## src/rtl/nkvt_pkg.sv

```systemverilog
// ---------------------------------------------------------------------------
// nkvt_pkg: shared types for the name keyed value table
// item layouts, status codes, cell token and query bundles, control states
// ---------------------------------------------------------------------------
package nkvt_pkg;

  localparam int KEY_WORDS = 4;
  localparam int KEY_W     = 64 * KEY_WORDS;
  localparam int VALUE_W   = 64;
  localparam int ENTRY_W   = 7;

  localparam logic OP_INSERT = 1'b0;
  localparam logic OP_LOOKUP = 1'b1;

  typedef enum logic [2:0] {
    ST_ADDED   = 3'd0,
    ST_UPDATED = 3'd1,
    ST_INVALID = 3'd2,
    ST_FULL    = 3'd3,
    ST_HIT     = 3'd4,
    ST_MISS    = 3'd5
  } status_t;

  typedef struct packed {
    logic        op;
    logic [63:0] key_word0;
    logic [63:0] key_word1;
    logic [63:0] key_word2;
    logic [63:0] key_word3;
    logic [63:0] new_value;
  } req_item_t;

  typedef struct packed {
    status_t              status;
    logic [VALUE_W-1:0]   found_value;
    logic [ENTRY_W-1:0]   entry_count;
  } rsp_item_t;

  // item held still while its token walks the row
  typedef struct packed {
    logic [KEY_W-1:0]   key;
    logic [VALUE_W-1:0] value;
    logic               write_ok;
  } query_t;

  // token handed from cell to cell
  typedef struct packed {
    logic               active;
    logic               hit;
    logic               added;
    logic [VALUE_W-1:0] found;
  } tok_t;

  typedef enum logic [1:0] {
    S_IDLE   = 2'd0,
    S_RUN    = 2'd1,
    S_FINISH = 2'd2
  } state_t;

endpackage

```

## src/rtl/nkvt_cell.sv

```systemverilog
// ---------------------------------------------------------------------------
// nkvt_cell: one table entry
// holds one name and value, compares against the query as the token passes,
// updates or claims itself and hands the token to the next cell
// ---------------------------------------------------------------------------
module nkvt_cell #(
  parameter int INDEX   = 0,
  parameter int COUNT_W = 7
) (
  input  logic                 clk,
  input  logic                 rst,
  input  nkvt_pkg::query_t     query,
  input  logic [COUNT_W-1:0]   count,
  input  nkvt_pkg::tok_t       tok_in,
  output nkvt_pkg::tok_t       tok_out
);

  logic [nkvt_pkg::KEY_W-1:0]   key;
  logic [nkvt_pkg::VALUE_W-1:0] value;
  logic                         used;
  logic                         free_slot;
  logic                         match;
  logic                         do_update;
  logic                         do_append;
  nkvt_pkg::tok_t               tok_next;

  assign used      = COUNT_W'(INDEX) < count;
  assign free_slot = COUNT_W'(INDEX) == count;
  assign match     = used && (key == query.key);
  assign do_update = tok_in.active && match && query.write_ok;
  assign do_append = tok_in.active && !tok_in.hit && free_slot && query.write_ok;

  always_comb begin
    tok_next        = tok_in;
    tok_next.hit    = tok_in.hit || match;
    tok_next.added  = tok_in.added || do_append;
    tok_next.found  = match ? value : tok_in.found;
  end

  always_ff @(posedge clk) begin
    if (do_append) begin
      key   <= query.key;
      value <= query.value;
    end else if (do_update) begin
      value <= query.value;
    end
  end

  always_ff @(posedge clk) begin
    if (rst) begin
      tok_out.active <= 1'b0;
    end else begin
      tok_out.active <= tok_next.active;
    end
    tok_out.hit   <= tok_next.hit;
    tok_out.added <= tok_next.added;
    tok_out.found <= tok_next.found;
  end

endmodule

```

## config.mk

```make
export PLATFORM = sky130hd
export DESIGN_NAME = nkvt_cell
export DESIGN_NICKNAME = d
export VERILOG_FILES = /design/src/rtl/nkvt_pkg.sv /design/src/rtl/nkvt_cell.sv
export SDC_FILE = /design/constraint.sdc
export NUM_CORES = 1
export LEC_CHECK = 0
export BUFFER_PORTS_ARGS = -buffer_cell sky130_fd_sc_hd__buf_2
export CAP_MARGIN = 40
export CORE_MARGIN = 2
export CORE_UTILIZATION = 40
export CTS_CLUSTER_SIZE = 40
export DETAILED_ROUTE_END_ITERATION = 8
export GPL_TIMING_DRIVEN = 0
export PLACE_DENSITY = 0.74
export SLEW_MARGIN = 10
export SYNTH_ARGS = -nofsm -noshare
export SYNTH_HDL_FRONTEND = slang
export SYNTH_SLANG_ARGS = --single-unit
```

## constraint.sdc

```tcl
create_clock -name clk -period 14.25 [get_ports clk]
set_input_delay 0.7125 -clock clk [delete_from_list [all_inputs] [get_ports clk]]
set_output_delay 0.7125 -clock clk [all_outputs]
set_load 0.005 [all_outputs]
```

==> impl_metrics.csv <==
group,metric,value,unit
run_status,status,"finished clean",
sta,setup_tns,0,ns
synth,avgSynthCellArea,18.1,µm²
synth,synth_area,14900,µm²
synth,synth_warnings,0,
sta,fin_skew,0.00885,ns
critical_path,worst-path-buf-inv,2,
clock_tree,clkTransAtPathRegs,0.06,ns
power,irDropWorstVdd,93.4,µV
sta,rsz0062_at_grt,"no",
placed_design,portBuffers,463,
critical_path,critical_path_class,"reg2reg",
synth,synth_area_leaders,"edfxtp_1 65%, xnor2_1 11%, dfxtp_1 9.0%",
clock_tree,cts_inserted_buffers,40,
layout,nets,1730,
placed_design,hpwlAfterDp,25800,µm
synth,synth-seq-cells,387,
detailed_routing,dr_total_vias,8652,
sta,fmax,284,MHz
global_routing,grt-ovfl-total,0,
critical_path,worstSetupStartpointType,"register",
clock_tree,cts-root-buf,"clkbuf_16",
synth,synth_cell_type_count,25,
synth,synth_top_area_frac,0.647,
sta,relSlewSlack,0.514,
detailed_routing,wl_per_cell,18.5,µm
detailed_routing,routed_wl,34000,µm
global_routing,antenna_found_initial,9,
clock_tree,cts_tree,"built",
critical_path,path_cells,"xnor2_1 > nand4_1 > nor4_1 > nand4_1 > nor4_2 > nand3_1 > o21ai_4 > buf_12 > buf_16",
power,total_leakage_power,0.00715,µW
power,power_density,125,nW/µm²
clock_tree,post_cts_resized,0,
floorplan,io_pins,464,
critical_path,worst-endpoint-required,14.49,ns
synth,syn_nets,1220,
critical_path,cp_data_arrival_time,3.76,ns
critical_path,crit_path_top_delay_cell,"o21ai_4",
floorplan,dieHeight,197,µm
critical_path,critPathMaxFanout,25,
min_path,hold_path_class,"in2reg",
sta,tightest_slew,0.726,ns
critical_path,crit_family,"simple AND/OR/NAND/NOR gates",
detailed_routing,drt.antenna.violating_nets,0,
placed_design,dp.cells,1759,
critical_path,slowest_delay,0.66,ns
clock_tree,post-cts-setup-buffers,0,
floorplan,die_x,197,µm
sta,setup_violations,0,
critical_path,end_kind,"register",
detailed_routing,dr.pass1.iters,4,
floorplan,die_area,38700,µm²
floorplan,core.rowCount,70,
clock_tree,insertion_delay,0.54,ns
synth,synthFlopType,"edfxtp_1",
global_routing,grtUsageTotal,0.170,
global_routing,grt_pass1_vias,9049,
sta,report.final.slew_viol_count,0,
sta,period_needed,3.52,ns
layout,stdcell_count,1836,
critical_path,path_common_cell,"nand4_1",
flow_run,drv_cap,0,
layout,final_util,0.525,
placed_design,dp_slack,10.07,ns
floorplan,start_util,0.406,
synth,synth_top_area_cell,"edfxtp_1",
global_routing,grt_max_degree,121,
layout,drive_above_1_share,0.447,
global_routing,grt_pass1_wl,49900,µm
sta,fin_ws,10.73,ns
synth,ys_async_sr_fraction,0,
clock_tree,clock-sinks,387,
sta,period_share,0.247,
floorplan,core-area,36600,µm²
synth,synth-edff-count,320,
clock_tree,htreeDepth,2,
clock_tree,cts_hold_buf,0,
detailed_routing,remaining_drc_errors,0,
layout,layout-area-overhead-vs-synth,29.3,%
placed_design,routabilityCongestion,0.791,
synth,ys_seq_area_frac,0.737,
detailed_routing,viasPerCell,4.71,
synth,netlist_instances,823,
sta,hold_violations,0,
clock_tree,clockBufferDepth,3,
detailed_routing,drt_iter0_markers,274,
power,finalPower,2400,µW
==> cell usage after synthesis, types with 3 or more instances <==
library cell    n
inv_1           9
nor4_1         28
o22ai_1         4
nand4_1        54
dfxtp_1        67
nand2_1         4
nor3_1          3
nand3_1         3
xor2_1         56
edfxtp_1      320
mux2_2         15
xnor2_1       192
mux2_4         49
buf_12          6
==> layout make-up <==
class	count	area, µm²
well taps	468	586
flip-flops and latches	387	11000
inverters	9	41.3
clock inverters	18	154
repair buffers	468	2430
plain buffers	7	128
multi-input cells	420	3760
diodes	5	12.5
fillers	3037	17400
clock buffers	54	1150
==> sequential cells by signal, indices dropped and copies added (netlist names) <==
name	flops
tok_out	67
key	256
value	64
==> kinds of logic (layout without fill, tap and decap cells) <==
family,after synthesis,in the layout,synth area share
XOR/XNOR,248,248,0.146
AND/OR/NAND/NOR,99,99,0.0408
buffers and inverters,16,556,0.0109
other,0,5,0
AO/OA/AOI/OAI,9,9,0.00438
flip-flops,387,387,0.737
multiplexers,64,64,0.0609
==> placed cells by master (no fill, tap or decap) <==
cell type,n
mux2_4,49
dfxtp_1,67
nand2b_1,1
inv_8,1
buf_4,1
o21ai_4,1
buf_2,463
clkinv_2,11
o22ai_1,4
clkbuf_1,7
nor4_2,1
edfxtp_1,320
bufinv_16,2
nor2b_1,1
a221oi_1,2
nand2_1,4
or3_1,1
nand3_1,3
diode_2,5
clkinvlp_4,4
nor2_1,1
a22o_1,2
inv_1,8
xnor2_1,192
and3_2,1
clkbuf_16,42
clkbuf_8,5
buf_16,3
mux2_2,15
clkdlybuf4s15_2,1
buf_12,7
nor4_1,28
nor3_1,3
xor2_1,56
or2_2,1
clkinv_4,1
nand4_1,54
==> worst paths after layout <==
check / cells past startpoint / from / slack (ns) / to
setup / recovery: 9 / key[33] / 10.73 / value[6]
hold / removal: 1 / query[13] / 0.35 / value[12]
setup reg to reg: 9 / key[33] / 10.73 / value[6]
hold reg to reg: 1 / value[31] / 0.47 / tok_out[31]
==> layer usage <==
metal	vias up	share of wire	global-route usage
met1	4165	0.39	0.192
met3	63	0.085	0.0601
met4	12	0.026	0.0724
met5	-	0.0023	0
met2	307	0.50	0.293
li1	4105	-	-
==> power breakdown <==
| part | total [µW] | switching [µW] | internal (µW) |
|---|---|---|---|
| registers | 1240 | 2.93 | 1230 |
| logic | 135 | 55.6 | 79.2 |
| clock network | 1030 | 427 | 602 |
==> per-stage QoR <==
step | hold WS [ns] | instance area (µm²)
2_1_floorplan | 0.448 | 14900
3_3_place_gp | 0.450 | 17800
3_5_place_dp | 0.460 | 17900
4_1_cts | 0.299 | 19200
5_1_grt | 0.313 | 19200
6_report | 0.346 | 19200
No activity file was read; power rests on OpenSTA's default activity.
